### config.mk
export PLATFORM = sky130hd
export DESIGN_NAME = pdt_cfg
export DESIGN_NICKNAME = d
export VERILOG_FILES = /design/src/rtl/core/pdt_pkg.sv /design/src/rtl/core/pdt_cfg.sv
export SDC_FILE = /design/constraint.sdc
export NUM_CORES = 1
export LEC_CHECK = 0
export BUFFER_PORTS_ARGS = -buffer_cell sky130_fd_sc_hd__buf_4
export CORE_MARGIN = 1
export CORE_UTILIZATION = 32
export CTS_BUF_LIST = sky130_fd_sc_hd__clkbuf_2 sky130_fd_sc_hd__clkbuf_4 sky130_fd_sc_hd__clkbuf_8
export CTS_CLUSTER_DIAMETER = 30
export DETAILED_ROUTE_END_ITERATION = 6
export PLACE_DENSITY_LB_ADDON = 0.2
export SETUP_SLACK_MARGIN = 0.4
export SKIP_CTS_REPAIR_TIMING = 1
export SLEW_MARGIN = 20
export SYNTH_ARGS = -nofsm -noshare
export SYNTH_HDL_FRONTEND = slang
export SYNTH_SLANG_ARGS = --single-unit
### constraint.sdc
create_clock -name clk -period 1.2 [get_ports clk]
set_clock_uncertainty 0.15 [all_clocks]
set_input_delay 0.12 -clock clk [delete_from_list [all_inputs] [get_ports clk]]
set_output_delay 0.12 -clock clk [all_outputs]
set_load 0.01 [all_outputs]
### src/rtl/core/pdt_pkg.sv
`timescale 1ns / 1ps
// ----------------------------------------------------------------------------
// pdt_pkg: point deduplication table package
// Shared widths, constants and the token that walks the compare chain.
// ----------------------------------------------------------------------------
package pdt_pkg;

    localparam int PDT_MAX_POINTS = 256;
    localparam int COORD_W        = 32;
    localparam int TOL_W          = 10;
    localparam int INDEX_W        = 8;
    localparam int COUNT_W        = 8;
    localparam int PADDR_W        = 2;
    localparam int PDATA_W        = 32;

    localparam logic [COUNT_W-1:0] COUNT_MAX = '1;

    // Token carried from cell to cell: the point under search and,
    // once a cell has claimed it, the result for that point.
    typedef struct packed {
        logic                       valid;
        logic                       done;
        logic                       is_new;
        logic [INDEX_W-1:0]         index;
        logic [COUNT_W-1:0]         count;
        logic signed [COORD_W-1:0]  x;
        logic signed [COORD_W-1:0]  y;
        logic signed [COORD_W-1:0]  z;
    } pdt_token_t;

endpackage

### src/rtl/core/pdt_cfg.sv
`timescale 1ns / 1ps
// ----------------------------------------------------------------------------
// pdt_cfg: configuration register block
// APB-style slave holding the match tolerance register.
// ----------------------------------------------------------------------------
module pdt_cfg
    import pdt_pkg::*;
(
    input  logic               clk,
    input  logic               rst_n,
    input  logic               psel,
    input  logic               penable,
    input  logic               pwrite,
    input  logic [PADDR_W-1:0] paddr,
    input  logic [PDATA_W-1:0] pwdata,
    output logic [PDATA_W-1:0] prdata,
    output logic               pready,
    output logic [TOL_W-1:0]   tol
);

    logic [TOL_W-1:0] tol_reg;
    logic             wr_en;

    // The map holds one word, so every byte address falls on the tolerance register.
    assign wr_en  = psel && penable && pwrite && (paddr[PADDR_W-1:0] == paddr);
    assign pready = 1'b1;
    assign prdata = {{(PDATA_W-TOL_W){1'b0}}, tol_reg};
    assign tol    = tol_reg;

    always_ff @(posedge clk or negedge rst_n)
    begin
        if (!rst_n)
        begin
            tol_reg <= '0;
        end
        else if (wr_en)
        begin
            tol_reg <= pwdata[TOL_W-1:0];
        end
    end

endmodule

==> results of run 1 <==
path summary, 6_finish.rpt:
check | slack [ns] | end | start | cells past startpoint
max reg2reg | 0.14 | tol[9] | tol[9] | 2
max | 0.13 | tol[8] | tol[8] | 1
min | -0.06 | tol[8] | pwdata[8] | 2
max in group asynchronous | 0.68 | tol[7] | rst_n | 2
min in group asynchronous | 0.08 | tol[0] | rst_n | 2
min reg2reg | 0.39 | tol[0] | tol[0] | 1
stage by stage:
stage          hold WS, ns  setup slack (ns)  total power [mW]  instance area (um2)
2_1_floorplan       -0.326             0.268             0.798                  752
3_3_place_gp        -0.191             0.142             0.902                  791
3_5_place_dp        -0.194             0.144             0.905                  791
4_1_cts             -0.471             0.118              1.13                  813
5_1_grt            -0.0689            0.0932              1.28                  891
6_report           -0.0562             0.130              1.20                  891
cell type report:
cell class	instances	area, um2
flip-flops and latches	10	250
repair buffers	38	333
multi-input cells	34	254
well taps	25	31.3
clock buffers	3	22.5
fillers	180	911
routing by layer:
layer / track usage / wire length, um / part of all wire
met1: 0.0991 / 388 / 0.39
met3: 0.0392 / 124 / 0.13
met2: 0.133 / 472 / 0.48
met5: 0 / 0 / 0
met4: 0.0353 / 0 / 0
cell usage in the layout, fill, tap and decap left out:
| cell | instances |
|---|---|
| mux2_4 | 10 |
| buf_4 | 25 |
| nand3_4 | 1 |
| conb_1 | 23 |
| clkbuf_4 | 3 |
| dfrtp_1 | 10 |
| buf_6 | 12 |
| dlygate4sd3_1 | 1 |
power by group through the flow:
stage          clock network (mW)  registers [mW]  logic (mW)
2_1_floorplan                   0           0.483       0.314
4_1_cts                     0.227           0.452       0.449
3_5_place_dp                    0           0.457       0.447
3_3_place_gp                    0           0.455       0.447
6_report                    0.213           0.465       0.523
5_1_grt                     0.245           0.473       0.563
cell families after synthesis:
logic type / share of synthesized area
other: 0.0118
flip-flops: 0.394
multiplexers: 0.177
AND/OR/NAND/NOR: 0.0276
buffers and inverters: 0.390
==> impl_results.md, run 1 <==
- Setup violations, final: 0
- Share of the yosys chip area belonging to registers: 0.394
- Fin crit period: 1.07 ns
- Die footprint: 0.00217 mm2
- Cell variety after synth: 5
- Drt total wl: 985 um
- Buf/Inv on CP: 1
- CTS clock-pin slew for the worst setup and hold paths: 0.06 ns
- Clock net sink count: 10
- Post-synth EDFFs: 0
- Insertion delay to the later sink of the worst-skew pair: 0.25 ns
- Synth async-reset ratio: 1.00
- Power density over cell area: 1350 mW/mm2
- Gate family responsible for the most delay along the worst path: flip-flops
- Switch share: 0.289
- Max Fclk: 935 MHz
- DRC Markers: 0
- Crit-path cells: buf_6
- Setup TNS: 0 ns
- FP Rows: 15
- Max Cap Viol: 0
- Nets: 126
- Hold Fails Final Rpt: 10
- Num CTS Buffers: 3
- Startpoint Class: register
- Proportion of layout cells with a drive suffix above 1: 0.600
- N_diodes: 0
- Hold crit path type: input port to register
- Placed cell count: 103
- RePlAce Congestion: 0.540
- DIE HEIGHT: 46.6 um
- Initial Util: 0.353
- Layout Cells excl Fill: 110
- Ports: 82
- Finished Core Util: 0.494
- Top_reg_cell synth: dfrtp_1
- Max clock buf depth: 2
- Failing checks: hold timing
- Delay of the slowest critical-path stage: 0.41 ns
- Crit path DAT: 0.80 ns
- Worst-path fanout max: 3
- GRT Total Usage: 0.0852
- Flop and latch count out of synthesis: 10
- Outcome: finished, violations left
- CP max-delay cell: dfrtp_1
- Synth top cells by count: buf_4 (33), dfrtp_1 (10), mux2_2 (10)
- Area share of the largest cell type after synthesis: 0.394
- Gate power share: 0.435
- Count leader, synth: buf_4
- DRT antenna net count: 0
- WL/cell: 8.95 um
- Number of DRC markers in iteration 0: 2
- Avg Cell Area, Syn: 11.4 um2
- Flop pwr share: 0.387
- Crit path kind: register to output pin
- Via/cell ratio: 3.63
- Vias in the first global route: 296
- Crit path required time: 0.93 ns
- Max reg flops: 10
- H-tree depth: 1
- Pint: 853 uW
- Leak: 0.500 nW
- P_sw: 348 uW
- RSZ-0062 raised after global routing: yes
- Ys Warns: 0
- Slew Limit Fails: 0
- Overflow after GRT: 0
- CP Capture Type: output pin
- Mapped Cells: 56
- Largest cells by area after synthesis: dfrtp_1 (39%), buf_4 (39%), mux2_2 (18%)
- WHS: -0.0562 ns
- Drt first pass iters: 2
- Core Area: 0.00180 mm2
- Hpwl dp: 721 um
- Die W: 46.6 um
- Clk network pwr share: 0.177
- Final Cycle Share: 0.891
- Synth-to-layout area growth: 40.2%
- TritonCTS clock tree: done
- Area leader, netlist: dfrtp_1
- Peak supply drop: 0.547 mV
- Largest net degree at the start of global routing: 11
- Vias: 399
- Synthesized cell area: 636 um2
- IO Port Bufs: 34
- Root Driver: clkbuf_4
- Initial antenna violation count: 0
- First-pass GRT wire length: 1.26 mm
(Power assumes the default switching activity.)
==> run 2, diff against run 1 <==
--- a/config.mk
+++ b/config.mk
@@ -5,11 +5,13 @@
 export SDC_FILE = /design/constraint.sdc
 export NUM_CORES = 1
 export LEC_CHECK = 0
+export ABC_AREA = 1
 export BUFFER_PORTS_ARGS = -buffer_cell sky130_fd_sc_hd__buf_4
 export CORE_MARGIN = 1
-export CORE_UTILIZATION = 32
+export CORE_UTILIZATION = 33
 export CTS_BUF_LIST = sky130_fd_sc_hd__clkbuf_2 sky130_fd_sc_hd__clkbuf_4 sky130_fd_sc_hd__clkbuf_8
 export CTS_CLUSTER_DIAMETER = 30
+export CTS_CLUSTER_SIZE = 10
 export DETAILED_ROUTE_END_ITERATION = 6
 export PLACE_DENSITY_LB_ADDON = 0.2
 export SETUP_SLACK_MARGIN = 0.4
==> impl_results.md, run 2 <==
- WL/cell: 9.80 um (+9.5%)
- IO Port Bufs: 34 (unchanged)
- Outcome: finished, violations left
- Drt first pass iters: 4 (+2)
- Count leader, synth: buf_4
- Met1 Use GR: 0.148 (+0.0485)
- Power density over cell area: 1240 mW/mm2 (-7.8%)
- Die footprint: 0.00223 mm2 (+3.0%)
- Largest cells by area after synthesis: buf_4 (40%), dfrtp_1 (37%), nand2_1 (11%)
- Slew Limit Fails: 0 (unchanged)
- Die W: 47.3 um (+1.5%)
- Mapped Cells: 79 (+41%)
- Initial antenna violation count: 0 (unchanged)
- DRC Markers: 0 (unchanged)
- Fin crit period: 1.08 ns (+0.0135 ns)
- Max Cap Viol: 0 (unchanged)
- Overflow after GRT: 0 (unchanged)
- First-pass GRT wire length: 1.82 mm (+44%)
- Vias in the first global route: 414 (+40%)
- Setup violations, final: 0 (unchanged)
- Ys Warns: 0 (unchanged)
- GRT Total Usage: 0.120 (+0.0348)
- Crit path DAT: 0.81 ns (about the same)
- Largest net degree at the start of global routing: 12 (+1)
- Leak: 0.491 nW (-1.7%)
- Most common cell after layout, fill and taps aside: buf_4
- Max Fclk: 923 MHz (-1.2%)
- Hold path endpoint: tol[7]
- Synth-to-layout area growth: 26.5%
- Insertion delay to the later sink of the worst-skew pair: 0.25 ns (about the same)
- Post-synth EDFFs: 0 (unchanged)
- FP Rows: 16 (+1)
- Synthesized cell area: 676 um2 (+6.3%)
- Total power: 1.06 mW (-12%)
- Top_reg_cell synth: dfrtp_1
- Hold Fails Final Rpt: 10 (unchanged)
- Synth async-reset ratio: 1.00 (unchanged)
- TritonCTS clock tree: done
- Delay of the slowest critical-path stage: 0.41 ns (about the same)
- Vias: 540 (+35%)
- Initial Util: 0.348 (-0.00484)
- RSZ-0062 raised after global routing: yes
- Peak supply drop: 0.455 mV (-17%)
- Area share of the largest cell type after synthesis: 0.400 (+0.00630)
- Root Driver: clkbuf_4
- Reg2reg start: tol[9]
- CP Capture Type: output pin
- Met2 Use GR: 0.195 (+0.0612)
- H-tree depth: 1 (unchanged)
- Core Area: 0.00194 mm2 (+7.8%)
- Crit path required time: 0.93 ns (about the same)
- DP Area: 773 um2 (-2.2%)
- WHS: -0.0358 ns (+0.0205 ns)
- Cell variety after synth: 6 (+1)
- Gate family responsible for the most delay along the worst path: flip-flops
- Worst-path fanout max: 3 (unchanged)
- Crit path kind: register to output pin
- Hold Startpoint: pwdata[7]
- CTS clock-pin slew for the worst setup and hold paths: 0.06 ns (about the same)
- Fill cells: 204 (+13%)
- Final Cycle Share: 0.903 (+0.0112)
- Drt total wl: 1.29 mm (+31%)
- Crit-path cells: buf_4
- Startpoint Class: register
- Avg Cell Area, Syn: 8.55 um2 (-25%)
- GR Layer Usage met3: 0.0115 (-0.0277)
- R2R depth: 3 (+1)
- Area leader, netlist: buf_4
- Share of the yosys chip area belonging to registers: 0.370 (-0.0233)
- Final instance area: 855 um2 (-4.1%)
- Nets: 146 (+16%)
- Hpwl dp: 925 um (+28%)
- Via/cell ratio: 4.09 (+13%)
- Hold depth: 3 (+1)
- Num CTS Buffers: 3 (unchanged)
- Buf/Inv on CP: 1 (unchanged)
- Max reg flops: 10 (unchanged)
- DIE HEIGHT: 47.3 um (+1.5%)
- Hold crit path type: input port to register
- Max clock buf depth: 2 (unchanged)
- CP max-delay cell: dfrtp_1
- Setup TNS: 0 ns (unchanged)
- Ports: 82 (unchanged)
- Number of DRC markers in iteration 0: 6 (+4)
- Most frequent cells in the layout: buf_4 (32), conb_1 (23), nand2_1 (17)
- Reg2Reg Setup Slack: 0.27 ns (+0.13 ns)
- Proportion of layout cells with a drive suffix above 1: 0.419 (-0.181)
- FF-to-FF End: tol[9]
- DRT antenna net count: 0 (unchanged)
- Grt peak-use layer: met2
- Clock net sink count: 10 (unchanged)
- Synth top cells by count: buf_4 (36), nand2_1 (20), dfrtp_1 (10), nand4_1 (10), conb_1 (2)
- RePlAce Congestion: 0.620 (+15%)
- Flop and latch count out of synthesis: 10 (unchanged)
- Failing checks: hold timing
- N_diodes: 0 (unchanged)
## run 2: cell types whose count changed after synthesis, sizes merged
cell,previous run,this run
mux2,10,0
buf,33,36
nand2,0,20
nand4,0,10
## run 2: power by group
part	switching (mW)	total (mW)	internal [mW]	leakage [nW]
registers	0.0481	0.439	0.391	0.125
clock network	0.101	0.216	0.115	0.0138
logic	0.188	0.407	0.219	0.353
## run 2: routing by layer
layer  vias to the layer above  wire length (um)  share of wire
met5                         -                 0              0
met4                         0                19          0.015
met3                         2                92          0.071
met2                        36               666           0.51
met1                       250               516           0.40
li1                        252                 -              -
## run 2: final cells by class
type	count	area, um2	area share
repair buffers	38	307	0.359
flip-flops and latches	10	250	0.293
multi-input cells	54	241	0.283
well taps	27	33.8	0.0395
clock buffers	3	22.5	0.0264
## run 2: kinds of logic after synthesis
group | Yosys count | synth area share
buffers and inverters | 36 | 0.400
flip-flops | 10 | 0.370
other | 2 | 0.0111
AND/OR/NAND/NOR | 31 | 0.219
## run 2: worst max-delay path by stage
| stage | start | to | slack [ns] | depth (start not counted) |
|---|---|---|---|---|
| 4_1_cts | tol[1] | tol[1] | 0.11 | 1 |
| 6_report | tol[1] | prdata[1] | 0.12 | 1 |
| 3_5_place_dp | psel | tol[9] | 0.24 | 4 |
| 5_1_grt | tol[1] | prdata[1] | 0.09 | 1 |
| 3_3_place_gp | psel | tol[3] | 0.24 | 4 |
| 2_1_floorplan | tol[0] | tol[0] | 0.39 | 1 |
## run 2: stage by stage
stage / util / setup WS [ns] / instances
floorplan: - / 0.387 / 100
global route: 0.440 / 0.0933 / 132
detailed placement: 0.398 / 0.238 / 125
global placement: 0.398 / 0.243 / 125
finish: 0.440 / 0.117 / 132
CTS: 0.410 / 0.105 / 128
## run 2: worst reg2reg max path, delay by kind of cell, from the launching register on
family	cells	cell delay, ns
buffers and inverters	1	0.15
AND/OR/NAND/NOR	2	0.11
flip-flops	1	0.41
==> run 3, diff against run 2 <==
--- a/config.mk
+++ b/config.mk
@@ -5,15 +5,16 @@
 export SDC_FILE = /design/constraint.sdc
 export NUM_CORES = 1
 export LEC_CHECK = 0
-export ABC_AREA = 1
+export ABC_AREA = 0
 export BUFFER_PORTS_ARGS = -buffer_cell sky130_fd_sc_hd__buf_4
 export CORE_MARGIN = 1
-export CORE_UTILIZATION = 33
+export CORE_UTILIZATION = 32
 export CTS_BUF_LIST = sky130_fd_sc_hd__clkbuf_2 sky130_fd_sc_hd__clkbuf_4 sky130_fd_sc_hd__clkbuf_8
 export CTS_CLUSTER_DIAMETER = 30
 export CTS_CLUSTER_SIZE = 10
 export DETAILED_ROUTE_END_ITERATION = 6
-export PLACE_DENSITY_LB_ADDON = 0.2
+export PLACE_DENSITY = 0.81
+export RECOVER_POWER = 25
 export SETUP_SLACK_MARGIN = 0.4
 export SKIP_CTS_REPAIR_TIMING = 1
 export SLEW_MARGIN = 20
==> impl_results.md, run 3 (synthesis gave the netlist of run 1 again) <==
- IO Port Bufs: 34 (unchanged)
- Fin crit period: 1.10 ns (+0.0132 ns)
- FF/Latch Area: 250 um2 (unchanged)
- Leak: 0.514 nW (+4.6%)
- Ports: 82 (unchanged)
- DRC Markers: 0 (unchanged)
- Hold crit path type: input port to register
- Clock net sink count: 10 (unchanged)
- Number of DRC markers in iteration 0: 0 (-6)
- Die W: 46.6 um (-1.4%)
- Core Area: 0.00180 mm2 (-7.2%)
- N_diodes: 0 (unchanged)
- Crit-path cells: buf_6
- Multi-input logic area: 254 um2 (+5.2%)
- Synth-to-layout area growth: 45.9%
- Reg2Reg Setup Slack: 0.13 ns (-0.14 ns)
- WL/cell: 10.6 um (+8.3%)
- Insertion delay to the later sink of the worst-skew pair: 0.26 ns (about the same)
- RePlAce Congestion: 0.605 (-2.5%)
- FF-to-FF End: tol[8]
- RSZ-0062 raised after global routing: yes
- CP max-delay cell: dfrtp_1
- Reg2reg start: tol[8]
- Stages on the worst setup path: 1 (unchanged)
- Setup TNS: 0 ns (unchanged)
- Num CTS Buffers: 3 (unchanged)
- Setup violations, final: 0 (unchanged)
- Hpwl dp: 887 um (-4.0%)
- Worst Tran Pin Value: 0.548 ns
- Die footprint: 0.00217 mm2 (-2.9%)
- First-pass GRT wire length: 1.38 mm (-24%)
- Startpoint Class: register
- Gate family responsible for the most delay along the worst path: flip-flops
- Hold Startpoint: pwdata[0]
- Slew Limit Fails: 0 (unchanged)
- CP Capture Type: output pin
- Max clock buf depth: 2 (unchanged)
- FP Rows: 15 (-1)
- Most common cell after layout, fill and taps aside: conb_1
- Max Cap Viol: 0 (unchanged)
- Final Cycle Share: 0.914 (+0.0110)
- CP Launch Point: tol[9]
- Root Driver: clkbuf_4
- Proportion of layout cells with a drive suffix above 1: 0.598 (+0.179)
- Via/cell ratio: 3.58 (-12%)
- Initial Util: 0.353 (+0.00484)
- Max reg flops: 10 (unchanged)
- Drt total wl: 1.19 mm (-8.1%)
- Worst-path fanout max: 3 (unchanged)
- H-tree depth: 1 (unchanged)
- DRT antenna net count: 0 (unchanged)
- GRT Total Usage: 0.102 (-0.0177)
- Failing checks: hold timing
- Drt first pass iters: 1 (-3)
- Peak supply drop: 0.628 mV (+38%)
- CTS clock-pin slew for the worst setup and hold paths: 0.07 ns (about the same)
- Crit path DAT: 0.83 ns (+0.02 ns)
- Vias in the first global route: 314 (-24%)
- Hold Fails Final Rpt: 10 (unchanged)
- Delay of the slowest critical-path stage: 0.43 ns (+0.02 ns)
- Most frequent cells in the layout: conb_1 (23), buf_4 (20), buf_6 (17)
- Crit path required time: 0.93 ns (about the same)
- Largest net degree at the start of global routing: 11 (-1)
- Overflow after GRT: 0 (unchanged)
- DIE HEIGHT: 46.6 um (-1.4%)
- TritonCTS clock tree: done
- Max Fclk: 912 MHz (-1.2%)
- Outcome: finished, violations left
- Vias: 401 (-26%)
- Fill cells: 181 (-11%)
- Slew margin rel.: 0.635
- WHS: -0.0677 ns (-0.0320 ns)
- Crit path kind: register to output pin
- Buf/Inv on CP: 1 (unchanged)
- Critical Path End: prdata[9]
- Nets: 127 (-13%)
- R2R depth: 2 (-1)
- Power density over cell area: 1430 mW/mm2 (+15%)
- Initial antenna violation count: 0 (unchanged)
==> run 3: changes by cell type in the layout (fill, tap and decap cells not counted) <==
| cell | change |
|---|---|
| nand2_2 | -3 |
| clkbuf_1 | +1 |
| buf_4 | -12 |
| nand4_1 | -10 |
| mux2_4 | +10 |
| clkbuf_8 | +1 |
| nand3_4 | +1 |
| buf_6 | +12 |
| nand2_1 | -17 |
| nand3_2 | -1 |
==> run 3: how the worst min path moves through the flow <==
stage	to	slack, ns	cells past startpoint
finish	tol[0]	-0.07	2
global route	tol[0]	-0.09	2
CTS	tol[8]	-0.49	1
detailed placement	tol[8]	-0.19	1
global placement	tol[6]	-0.19	1
floorplan	tol[0]	-0.33	0
==> run 3: where the power goes <==
part	leakage, nW	switching [mW]	total, mW	internal [mW]
sequential	0.118	0.0742	0.476	0.401
clock	0.0210	0.114	0.298	0.184
combinational	0.375	0.193	0.554	0.361
==> run 3: area by class of cell <==
class | instances | share of cell area
multi-input combinational | 34 | 0.274
sequential | 10 | 0.270
timing repair buffer | 39 | 0.383
clock buffer | 4 | 0.0391
tap | 25 | 0.0337
==> run 3: stage by stage <==
stage / worst slack (ns) / cells / util / total power [mW] / cell area [um2]
2_1_floorplan: 0.268 / 77 / - / 0.798 / 752
3_3_place_gp: 0.164 / 103 / 0.439 / 0.902 / 791
3_5_place_dp: 0.140 / 103 / 0.439 / 0.917 / 791
4_1_cts: 0.0822 / 107 / 0.459 / 1.23 / 827
5_1_grt: 0.0534 / 112 / 0.515 / 1.42 / 927
6_report: 0.104 / 112 / 0.515 / 1.33 / 927
==> run 3: layer usage <==
metal / track usage / vias to the layer above / part of all wire
met4: 0.0176 / 0 / 0
li1: - / 184 / -
met5: 0 / - / 0
met1: 0.0972 / 186 / 0.32
met2: 0.181 / 31 / 0.58
met3: 0.0706 / 0 / 0.094
